### src/rtl/core/brsb_pkg.sv
// Shared types, opcodes and stub word encoding for the branch relocating stub builder.
// No dependencies.
`default_nettype none

package brsb_pkg;

    localparam logic [31:0] OP_MASK    = 32'hFC00_0000;
    localparam logic [31:0] OP_B       = 32'h4800_0000;
    localparam logic [31:0] OP_BC      = 32'h4000_0000;
    localparam logic [31:0] W_LIS_R0   = 32'h3C00_0000;
    localparam logic [31:0] W_ORI_R0   = 32'h6000_0000;
    localparam logic [31:0] W_MTCTR_R0 = 32'h7C09_03A6;
    localparam logic [31:0] W_BCCTR    = 32'h4C00_0420;
    localparam logic [31:0] W_STD_R0   = 32'hF800_0000;
    localparam logic [31:0] W_LD_R0    = 32'hE800_0000;
    localparam logic [31:0] R1_FIELD   = 32'h0001_0000;
    localparam logic [31:0] SAVE_DISP  = 32'h0000_FFD0;
    localparam logic [4:0]  BO_ALWAYS  = 5'd20;
    localparam logic [4:0]  BI_NONE    = 5'd0;

    localparam int unsigned JUMP_LEN = 6;
    localparam int unsigned STEP_W   = $clog2(JUMP_LEN);
    localparam logic [STEP_W-1:0] STEP_STD   = STEP_W'(0);
    localparam logic [STEP_W-1:0] STEP_LIS   = STEP_W'(1);
    localparam logic [STEP_W-1:0] STEP_ORI   = STEP_W'(2);
    localparam logic [STEP_W-1:0] STEP_MTCTR = STEP_W'(3);
    localparam logic [STEP_W-1:0] STEP_LD    = STEP_W'(4);
    localparam logic [STEP_W-1:0] STEP_BCCTR = STEP_W'(5);

    localparam int unsigned QUEUE_DEPTH = 2;
    localparam int unsigned QPTR_W      = $clog2(QUEUE_DEPTH);

    typedef logic [STEP_W-1:0] step_t;

    typedef struct packed {
        logic        is_jump;
        logic [31:0] word;
        logic [4:0]  bo;
        logic [4:0]  bi;
        logic        lk;
        logic        fin;
        logic [31:0] ret_target;
    } job_t;

    function automatic logic [31:0] jump_word(input step_t step, input logic [31:0] target,
                                              input logic [4:0] bo, input logic [4:0] bi,
                                              input logic lk);
        logic [31:0] w;
        w = W_MTCTR_R0;
        unique case (step)
            STEP_STD:   w = W_STD_R0 | R1_FIELD | SAVE_DISP;
            STEP_LIS:   w = W_LIS_R0 | {16'h0000, target[31:16]};
            STEP_ORI:   w = W_ORI_R0 | {16'h0000, target[15:0]};
            STEP_MTCTR: w = W_MTCTR_R0;
            STEP_LD:    w = W_LD_R0 | R1_FIELD | SAVE_DISP;
            STEP_BCCTR: w = W_BCCTR | {6'd0, bo, bi, 15'd0, lk};
            default:    w = W_MTCTR_R0;
        endcase
        return w;
    endfunction

endpackage

`default_nettype wire

### src/rtl/core/brsb_front.sv
// Front end: takes one instruction beat, decodes relative branches, computes targets.
// Depends on brsb_pkg.
`default_nettype none

module brsb_front
    import brsb_pkg::*;
(
    input  wire logic        aclk,
    input  wire logic        aresetn,
    input  wire logic        in_valid,
    output logic             in_ready,
    input  wire logic [31:0] in_word,
    input  wire logic [31:0] in_addr,
    input  wire logic        in_fin,
    output logic             job_valid,
    input  wire logic        job_ready,
    output job_t             job
);

    logic        valid_reg, valid_next;
    job_t        job_reg, job_next;
    logic [31:0] op;
    logic        is_b, is_bc;
    logic [31:0] off;

    always_comb begin
        op    = in_word & OP_MASK;
        is_b  = (op == OP_B) && !in_word[1];
        is_bc = (op == OP_BC) && !in_word[1];
        if (is_b) begin
            off = {{6{in_word[25]}}, in_word[25:2], 2'b00};
        end else begin
            off = {{16{in_word[15]}}, in_word[15:2], 2'b00};
        end
        job_next.is_jump    = is_b || is_bc;
        job_next.word       = (is_b || is_bc) ? in_addr + off : in_word;
        job_next.bo         = is_b ? BO_ALWAYS : in_word[25:21];
        job_next.bi         = is_b ? BI_NONE : in_word[20:16];
        job_next.lk         = in_word[0];
        job_next.fin        = in_fin;
        job_next.ret_target = in_addr + 32'd4;
    end

    assign in_ready  = !valid_reg || job_ready;
    assign job_valid = valid_reg;
    assign job       = job_reg;

    always_comb begin
        valid_next = valid_reg;
        if (in_valid && in_ready) begin
            valid_next = 1'b1;
        end else if (job_ready) begin
            valid_next = 1'b0;
        end
    end

    always_ff @(posedge aclk) begin
        if (!aresetn) begin
            valid_reg <= 1'b0;
        end else begin
            valid_reg <= valid_next;
        end
    end

    always_ff @(posedge aclk) begin
        if (in_valid && in_ready) begin
            job_reg <= job_next;
        end
    end

endmodule

`default_nettype wire

### src/rtl/core/brsb_queue.sv
// Short job queue between front and back ends.
// Depends on brsb_pkg.
`default_nettype none

module brsb_queue
    import brsb_pkg::*;
(
    input  wire logic aclk,
    input  wire logic aresetn,
    input  wire logic push_valid,
    output logic      push_ready,
    input  wire job_t push_job,
    output logic      head_valid,
    input  wire logic pop,
    output job_t      head_job
);

    job_t                entry_reg [QUEUE_DEPTH];
    logic [QPTR_W-1:0]   wr_ptr_reg, wr_ptr_next;
    logic [QPTR_W-1:0]   rd_ptr_reg, rd_ptr_next;
    logic [QPTR_W:0]     count_reg, count_next;
    logic                do_push, do_pop;

    assign push_ready = (count_reg != (QPTR_W+1)'(QUEUE_DEPTH));
    assign head_valid = (count_reg != '0);
    assign head_job   = entry_reg[rd_ptr_reg];
    assign do_push    = push_valid && push_ready;
    assign do_pop     = pop && head_valid;

    always_comb begin
        wr_ptr_next = do_push ? wr_ptr_reg + 1'b1 : wr_ptr_reg;
        rd_ptr_next = do_pop ? rd_ptr_reg + 1'b1 : rd_ptr_reg;
        count_next  = count_reg;
        if (do_push && !do_pop) begin
            count_next = count_reg + 1'b1;
        end else if (!do_push && do_pop) begin
            count_next = count_reg - 1'b1;
        end
    end

    always_ff @(posedge aclk) begin
        if (!aresetn) begin
            wr_ptr_reg <= '0;
            rd_ptr_reg <= '0;
            count_reg  <= '0;
        end else begin
            wr_ptr_reg <= wr_ptr_next;
            rd_ptr_reg <= rd_ptr_next;
            count_reg  <= count_next;
        end
    end

    always_ff @(posedge aclk) begin
        if (do_push) begin
            entry_reg[wr_ptr_reg] <= push_job;
        end
    end

endmodule

`default_nettype wire

### src/rtl/core/brsb_back.sv
// Back end: walks the head job word by word into a registered output beat.
// Depends on brsb_pkg.
`default_nettype none

module brsb_back
    import brsb_pkg::*;
(
    input  wire logic        aclk,
    input  wire logic        aresetn,
    input  wire logic        head_valid,
    input  wire job_t        head_job,
    output logic             pop,
    output logic             out_valid,
    input  wire logic        out_ready,
    output logic [31:0]      out_word,
    output logic             out_last
);

    step_t       step_reg, step_next;
    logic        ret_reg, ret_next;
    logic        valid_reg, valid_next;
    logic [31:0] word_reg, word_next;
    logic        last_reg, last_next;
    logic        load, fire, seg_end, item_end;
    logic [31:0] target;
    logic [4:0]  bo, bi;
    logic        lk;

    assign load = !valid_reg || out_ready;
    assign fire = head_valid && load;

    always_comb begin
        target    = ret_reg ? head_job.ret_target : head_job.word;
        bo        = ret_reg ? BO_ALWAYS : head_job.bo;
        bi        = ret_reg ? BI_NONE : head_job.bi;
        lk        = ret_reg ? 1'b0 : head_job.lk;
        word_next = (!ret_reg && !head_job.is_jump) ? head_job.word
                                                    : jump_word(step_reg, target, bo, bi, lk);
        seg_end   = (step_reg == STEP_BCCTR) || (!ret_reg && !head_job.is_jump);
        item_end  = seg_end && (ret_reg || !head_job.fin);
        last_next = item_end;
    end

    assign pop = fire && item_end;

    always_comb begin
        step_next  = step_reg;
        ret_next   = ret_reg;
        valid_next = valid_reg;
        if (fire) begin
            valid_next = 1'b1;
            if (seg_end) begin
                step_next = STEP_STD;
                ret_next  = !item_end;
            end else begin
                step_next = step_reg + 1'b1;
            end
        end else if (out_ready) begin
            valid_next = 1'b0;
        end
    end

    always_ff @(posedge aclk) begin
        if (!aresetn) begin
            step_reg  <= STEP_STD;
            ret_reg   <= 1'b0;
            valid_reg <= 1'b0;
        end else begin
            step_reg  <= step_next;
            ret_reg   <= ret_next;
            valid_reg <= valid_next;
        end
    end

    always_ff @(posedge aclk) begin
        if (fire) begin
            word_reg <= word_next;
            last_reg <= last_next;
        end
    end

    assign out_valid = valid_reg;
    assign out_word  = word_reg;
    assign out_last  = last_reg;

endmodule

`default_nettype wire

### src/rtl/core/branch_relocating_stub_builder_top.sv
// Branch relocating stub builder, top level: front decode, job queue, back sequencer.
// Path: an accepted input beat passes the front register, the queue and the output register.
// Throughput: one output beat per cycle while m_tready allows, set by the back sequencer;
// an input yields one word (copied word) or six (relocated branch), plus six more when final.
// Reset: synchronous active-low aresetn empties the front register, queue and output.
// Depends on brsb_pkg, brsb_front, brsb_queue, brsb_back.
`default_nettype none

module branch_relocating_stub_builder_top
    import brsb_pkg::*;
(
    input  wire logic        aclk,
    input  wire logic        aresetn,
    input  wire logic        s_tvalid,
    output logic             s_tready,
    input  wire logic [63:0] s_tdata,   // instr_word[31:0], instr_addr[63:32]
    input  wire logic        s_tlast,   // final_source
    output logic             m_tvalid,
    input  wire logic        m_tready,
    output logic [31:0]      m_tdata,   // stub_word[31:0]
    output logic             m_tlast    // last_of_run
);

    logic job_valid, job_ready;
    job_t job;
    logic head_valid, pop;
    job_t head_job;

    brsb_front u_front (
        .aclk      (aclk),
        .aresetn   (aresetn),
        .in_valid  (s_tvalid),
        .in_ready  (s_tready),
        .in_word   (s_tdata[31:0]),
        .in_addr   (s_tdata[63:32]),
        .in_fin    (s_tlast),
        .job_valid (job_valid),
        .job_ready (job_ready),
        .job       (job)
    );

    brsb_queue u_queue (
        .aclk       (aclk),
        .aresetn    (aresetn),
        .push_valid (job_valid),
        .push_ready (job_ready),
        .push_job   (job),
        .head_valid (head_valid),
        .pop        (pop),
        .head_job   (head_job)
    );

    brsb_back u_back (
        .aclk       (aclk),
        .aresetn    (aresetn),
        .head_valid (head_valid),
        .head_job   (head_job),
        .pop        (pop),
        .out_valid  (m_tvalid),
        .out_ready  (m_tready),
        .out_word   (m_tdata),
        .out_last   (m_tlast)
    );

endmodule

`default_nettype wire

### config.mk
export PLATFORM = sky130hd
export DESIGN_NAME = branch_relocating_stub_builder_top
export DESIGN_NICKNAME = d
export VERILOG_FILES = /design/src/rtl/core/brsb_pkg.sv /design/src/rtl/core/brsb_front.sv /design/src/rtl/core/brsb_queue.sv /design/src/rtl/core/brsb_back.sv /design/src/rtl/core/branch_relocating_stub_builder_top.sv
export SDC_FILE = /design/constraint.sdc
export NUM_CORES = 1
export LEC_CHECK = 0
export BUFFER_PORTS_ARGS = -buffer_cell sky130_fd_sc_hd__buf_2
export CORE_ASPECT_RATIO = 0.5
export CORE_MARGIN = 1
export CORE_UTILIZATION = 55
export CTS_CLUSTER_SIZE = 12
export DETAILED_ROUTE_END_ITERATION = 10
export PLACE_DENSITY = 0.75
export REMOVE_ABC_BUFFERS = 1
export SLEW_MARGIN = 30
export SYNTH_ARGS = -nofsm -noshare
export SYNTH_HDL_FRONTEND = slang
export SYNTH_SLANG_ARGS = --single-unit
export TNS_END_PERCENT = 20
### constraint.sdc
create_clock -name aclk -period 10.7 [get_ports aclk]
set_input_delay 0.535 -clock aclk [delete_from_list [all_inputs] [get_ports aclk]]
set_output_delay 0.535 -clock aclk [all_outputs]
set_load 0.02 [all_outputs]
==> results.py, run 1 <==
metrics = {
    "clock_tree": {
        "cts_buffers": 27,
        "cts_sinks": 275,
        "cts_resized": 0,
        "path_clk_slew_ps": 70,
        "post_cts_buffers": 0,
        "cts_tree": "done",
        "cts_root_buffer": "clkbuf_16",
        "cts_buffer_depth": 3,
        "insertion_delay_ps": 570,
        "ctsHoldBuffers": 0,
        "cts.htree.levels": 1,
    },
    "timing": {
        "final.setup.tns_ps": 0,
        "maxSlewViolCount": 0,
        "setup_slack_ps": 6290,
        "period_needed_ps": 4410,
        "worst_slew_pin_slew_ps": 863,
        "worst_slew_margin_rel": 0.425,
        "rsz0062_at_grt": "false",
        "setup_viol": 0,
        "fmax_ghz": 0.227,
        "hold_viol_final": 0,
        "fin_crit_sh": 0.412,
        "finalClockSkew_ps": 29.9,
    },
    "setup_path": {
        "crit_buf_inv": 1,
        "path_max_fanout": 21,
        "cp.required_ps": 11030,
        "slowest_stage": "and3_1",
        "cp-end-kind": "flip-flop",
        "start_kind": "input port",
        "path_delay_family": "simple AND/OR/NAND/NOR gates",
        "r2r_slack_ps": 7770,
        "max_stage_delay_ps": 770,
        "crit_chain": "buf_2 > nor4_1 > and3_1 > nor2b_1 > a21o_1 > ha_1 > nand4_2 > nor4_2 > o31ai_1 > a21boi_4 > a2111oi_4 > o31ai_1 > a21o_1 > a31o_1",
        "worstPathArrival_ps": 4740,
        "crit_type": "input port to flip-flop",
    },
    "final_layout": {
        "area_growth_pct": 13.1,
        "fillerInstances": 1627,
        "final_common_cell": "edfxtp_1",
        "drive_gt1_frac": 0.163,
        "diodes": 0,
        "layout_common_cells": "264 x edfxtp_1, 103 x buf_2, 81 x nand2_1, 72 x mux2i_1, 47 x o21ai_0",
        "largest_register_ffs": 154,
        "nets": 1135,
    },
    "pwr": {
        "vdd_drop_max_v": 0.000193,
        "p_per_area_mw_per_mm2": 218,
        "p_leak_nw": 5.11,
    },
    "route": {
        "antenna_left": 0,
        "vias_per_cell": 6.01,
        "firstDrtPassIters": 5,
        "num_vias": 8065,
        "routedWlPerCell_um": 22.7,
        "drc": 0,
        "drtIter0Drc": 787,
        "drt_wl_total_mm": 30.4,
    },
    "yosys": {
        "synthesis.area_mm2": 0.0126,
        "synthMuxAreaShare": 0.0655,
        "synth_top_family_by_area": "compound AO/OA/AOI/OAI gates",
        "synth_compound_area_frac": 0.107,
        "syn-instance-count": 918,
        "ys_seq_elements": 275,
        "ys_warn_count": 0,
        "ys_seq_area_frac": 0.649,
        "synth_top_area_share": 0.631,
        "synth_top_area_cell": "edfxtp_1",
        "yosys.area_share.simple": 0.0837,
        "synth.distinct_cells": 68,
        "avgSynthCellArea_um2": 13.7,
        "async_flop_share": 0,
        "synth-adder-area-share": 0.0395,
        "yosys.area_share.xor_xnor": 0.0370,
        "yosys_most_used_dff": "edfxtp_1",
        "synth_area_leaders": "edfxtp_1 63%, mux2i_1 5.7%, ha_1 3.8%, xnor2_1 2.7%, nand2_1 2.5%",
        "synth-edff-count": 264,
    },
    "floorplanning": {
        "fp.dieW_um": 216,
        "num_io_pins": 104,
        "start_util": 0.571,
        "dieArea_mm2": 0.0235,
        "die_y_um": 109,
        "fp-row-count": 38,
        "core_area_mm2": 0.0220,
    },
    "placed_design": {
        "pre_cts_ws_ps": 5790,
        "portBuffers": 103,
        "place_hpwl_mm": 20.4,
        "gp_congestion": 0.942,
    },
    "status": {
        "status": "complete, no violations",
    },
    "global_routing": {
        "grt_antenna_before_repair": 2,
        "grt_pass1_wl_mm": 45.7,
        "track_usage": 0.264,
        "grt-ovfl-total": 0,
        "grt_max_degree": 78,
        "grt_pass1_vias": 7812,
    },
    "min_path": {
        "hold_class": "input port to flip-flop",
    },
    "job": {
        "cap_violations": 0,
    },
}
[path summary, 6_finish.rpt]
check                                                 to  cells past startpoint       startpoint
worst max-delay path                     u_front.job[70]                     14      s_tdata[26]
worst min-delay path                     u_front.job[32]                      1          s_tlast
worst max register to register      u_queue.count_reg[1]                      8        flip-flop
worst min register to register  u_queue.entry_reg[1][39]                      0  u_front.job[39]
[synth_stat cells (12+ instances only)]
master and count:
a21o_1 23, nor2_1 36, clkbuf_1 22, edfxtp_1 264
nor2b_1 19, a21oi_1 35, inv_1 23, and3_1 12
nand3_1 19, o21ai_0 47, o22ai_1 19, nand2_1 83
xor2_1 14, ha_1 38, o221ai_1 12, xnor2_1 39
mux2i_1 72
[power by group]
group / switching (mW) / internal (mW)
clock: 0.392 / 0.475
combinational: 0.516 / 0.256
sequential: 0.0680 / 1.39
total: 0.976 / 2.12
[area by class of cell]
| type | instances | area (um2) | area share |
|---|---|---|---|
| tap | 300 | 375 | 0.0264 |
| clock buffer | 41 | 738 | 0.0520 |
| sequential | 275 | 8150 | 0.574 |
| timing repair buffer | 113 | 602 | 0.0424 |
| multi-input combinational | 586 | 4210 | 0.296 |
| inverter | 24 | 90.1 | 0.00634 |
| clock inverter | 3 | 33.8 | 0.00238 |
[kinds of logic (layout without fill, tap and decap cells)]
group | after synthesis | after routing
mux | 79 | 79
buf+inv | 57 | 181
simple gates | 215 | 215
fa+ha+maj | 39 | 39
compound gates | 200 | 200
flops | 275 | 275
xor+xnor | 53 | 53
[stage by stage]
stage | std cells | cell area (um2) | util | hold slack [ps] | total power, mW
finish | 1342 | 14200 | 0.645 | 150 | 3.09
global route | 1342 | 14200 | 0.645 | 135 | 3.22
CTS | 1342 | 14200 | 0.645 | 140 | 3.10
detailed placement | 1298 | 13400 | 0.610 | 430 | 2.24
global placement | 1298 | 13400 | 0.609 | 422 | 2.22
floorplan | 885 | 12400 | - | 421 | 1.98
[layer usage]
| metal | track usage | vias to the layer above | wire, um |
|---|---|---|---|
| li1 | - | 3714 | - |
| met2 | 0.389 | 420 | 12900 |
| met1 | 0.383 | 3884 | 13200 |
| met3 | 0.0848 | 45 | 3800 |
| met5 | 0 | - | 13 |
| met4 | 0.0552 | 2 | 498 |
Power figures use the tool's default switching activity.
==> run 2: changes to the inputs <==
Settings changed: CORE_UTILIZATION 55 to 54, PLACE_DENSITY 0.75 to 0.77.
Clock period 10.7 ns to 3.9 ns, I/O delays scaled along.
==> run 2 against run 1 <==
Worst hold slack lost 130 ps. Combinational power rose to 2.8 times the previous value. Die area up 1.8%.
==> results.py, run 2 (same netlist as run 1, synthesis figures left out) <==
metrics = {
    "final_layout": {
        "fillerInstances": 1666,
        "layout_common_cells": "264 x edfxtp_1, 103 x buf_2, 82 x nand2_1, 72 x mux2i_1, 47 x o21ai_0",
        "final_common_cell": "edfxtp_1",
        "area_growth_pct": 16.0,
        "final_cell_area_mm2": 0.0146,
        "nets": 1175,
        "seq_area_mm2": 0.00815,
        "multi_input_area_mm2": 0.00421,
        "largest_register_ffs": 154,
        "finalNonFillerCells": 1389,
        "diodes": 0,
        "drive_gt1_frac": 0.162,
    },
    "timing": {
        "hold_viol_final": 0,
        "final.setup.tns_ps": 0,
        "fin_crit_sh": 0.961,
        "period_needed_ps": 3750,
        "fmax_ghz": 0.267,
        "rsz0062_at_grt": "false",
        "hold_ws_ps": 17.2,
        "worst_slew_margin_rel": 0.367,
        "maxSlewViolCount": 0,
        "finalClockSkew_ps": 21.1,
        "setup_viol": 0,
        "worst_slew_pin_slew_ps": 947,
    },
    "min_path": {
        "hold_class": "input port to flip-flop",
    },
    "pwr": {
        "p_sw_mw": 2.67,
        "clockPowerShare": 0.274,
        "seqPwrFrac": 0.472,
        "p_leak_nw": 5.27,
        "p_int_mw": 5.81,
        "comb_power_share": 0.254,
        "p_per_area_mw_per_mm2": 582,
        "switching_share": 0.315,
        "power.total_mw": 8.49,
        "vdd_drop_max_v": 0.000319,
    },
    "placed_design": {
        "post-place-cells": 1312,
        "dpl-instance-area_mm2": 0.0135,
        "place_hpwl_mm": 21.4,
        "portBuffers": 103,
        "gp_congestion": 0.931,
    },
    "clock_tree": {
        "cts_sinks": 275,
        "post_cts_buffers": 0,
        "cts_root_buffer": "clkbuf_16",
        "cts.htree.levels": 1,
        "cts_tree": "done",
        "cts_buffers": 27,
        "insertion_delay_ps": 550,
        "path_clk_slew_ps": 60,
        "cts_buffer_depth": 3,
    },
    "setup_path": {
        "crit_buf_inv": 2,
        "cp-end-kind": "flip-flop",
        "worstPathArrival_ps": 4040,
        "crit_chain": "dlygate4sd3_1 > buf_2 > nor4_2 > and3_1 > nor2b_1 > a21o_1 > ha_1 > nand4_2 > nor4_2 > o31ai_1 > a21boi_4 > a2111oi_4 > o31ai_1 > a21o_1 > a31o_1",
        "crit_type": "input port to flip-flop",
        "slowest_stage": "dlygate4sd3_1",
        "path_delay_family": "compound AO/OA/AOI/OAI gates",
        "path_max_fanout": 10,
        "start_kind": "input port",
        "cp.required_ps": 4200,
        "max_stage_delay_ps": 550,
    },
    "job": {
        "cap_violations": 0,
    },
    "floorplanning": {
        "fp-row-count": 39,
        "dieArea_mm2": 0.0239,
        "core_area_mm2": 0.0228,
        "num_io_pins": 104,
        "die_y_um": 110,
        "fp.dieW_um": 218,
        "start_util": 0.550,
    },
    "route": {
        "drc": 0,
        "antenna_left": 0,
        "vias_per_cell": 5.98,
        "num_vias": 8300,
        "firstDrtPassIters": 5,
        "drt_wl_total_mm": 30.6,
        "routedWlPerCell_um": 22.0,
        "drtIter0Drc": 927,
    },
    "global_routing": {
        "grt_pass1_wl_mm": 45.3,
        "grt_pass1_vias": 7858,
        "grt-ovfl-total": 0,
        "grt_antenna_before_repair": 1,
        "track_usage": 0.257,
        "grt_max_degree": 58,
    },
    "status": {
        "status": "complete, no violations",
    },
}
[run 2: cell count changes in the layout (fill, tap and decap cells not counted), sizes merged]
cell         change
dlygate4sd3     +33
buf              +7
clkbuf           -1
clkinv           +1
[run 2: routing by layer]
layer | vias to the layer above | share of wire | global-route usage | routed length (um)
met3 | 44 | 0.11 | 0.0559 | 3390
li1 | 3806 | - | - | -
met1 | 4033 | 0.45 | 0.389 | 13700
met4 | 0 | 0.016 | 0.0528 | 484
met2 | 417 | 0.42 | 0.378 | 13000
met5 | - | 0 | 0 | 0
[run 2: final timing paths]
kind / end / cells after the start / start / slack (ps)
min: u_front.job[30] / 2 / s_tdata[62] / 20
max: u_front.job[70] / 15 / s_tdata[26] / 150
min reg2reg: u_queue.entry_reg[0][42] / 0 / u_front.job[42] / 430
max reg2reg: u_queue.count_reg[1] / 8 / flip-flop / 1120
[run 2: area by class of cell]
class	instances	share of cell area
sequential	275	0.559
multi-input combinational	586	0.289
timing repair buffer	153	0.0668
clock buffer	40	0.0497
tap	307	0.0264
inverter	24	0.00618
clock inverter	4	0.00249
[run 2: power groups by stage]
stage	registers (mW)	clock network, mW	logic, mW
after detailed placement	4.06	0	2.09
after CTS	4.01	2.36	2.13
final	4.00	2.32	2.16
after floorplan	4.32	0	1.10
after global routing	4.05	2.46	2.30
after global placement	4.04	0	2.06
[run 2: through the flow]
| stage | setup WS [ps] | utilization |
|---|---|---|
| 2_1_floorplan | -1290 | - |
| 3_3_place_gp | 206 | 0.590 |
| 3_5_place_dp | 141 | 0.590 |
| 4_1_cts | 139 | 0.638 |
| 5_1_grt | 0.597 | 0.638 |
| 6_report | 152 | 0.638 |
[run 2: timing repair]
action,in CTS,in global routing
resized for setup,0,1
endpoints found under the setup margin,0,3
hold buffers,33,0
hold endpoints to repair,44,0
[run 2: worst register-to-register path: stages, from the launching register on]
cell and delay (ps):
dfxtp_4 620, mux2_2 490, or2_0 250, nand2_1 70
nand2_1 100, or2_2 310, ha_1 340, or3_1 370
a21boi_0 160
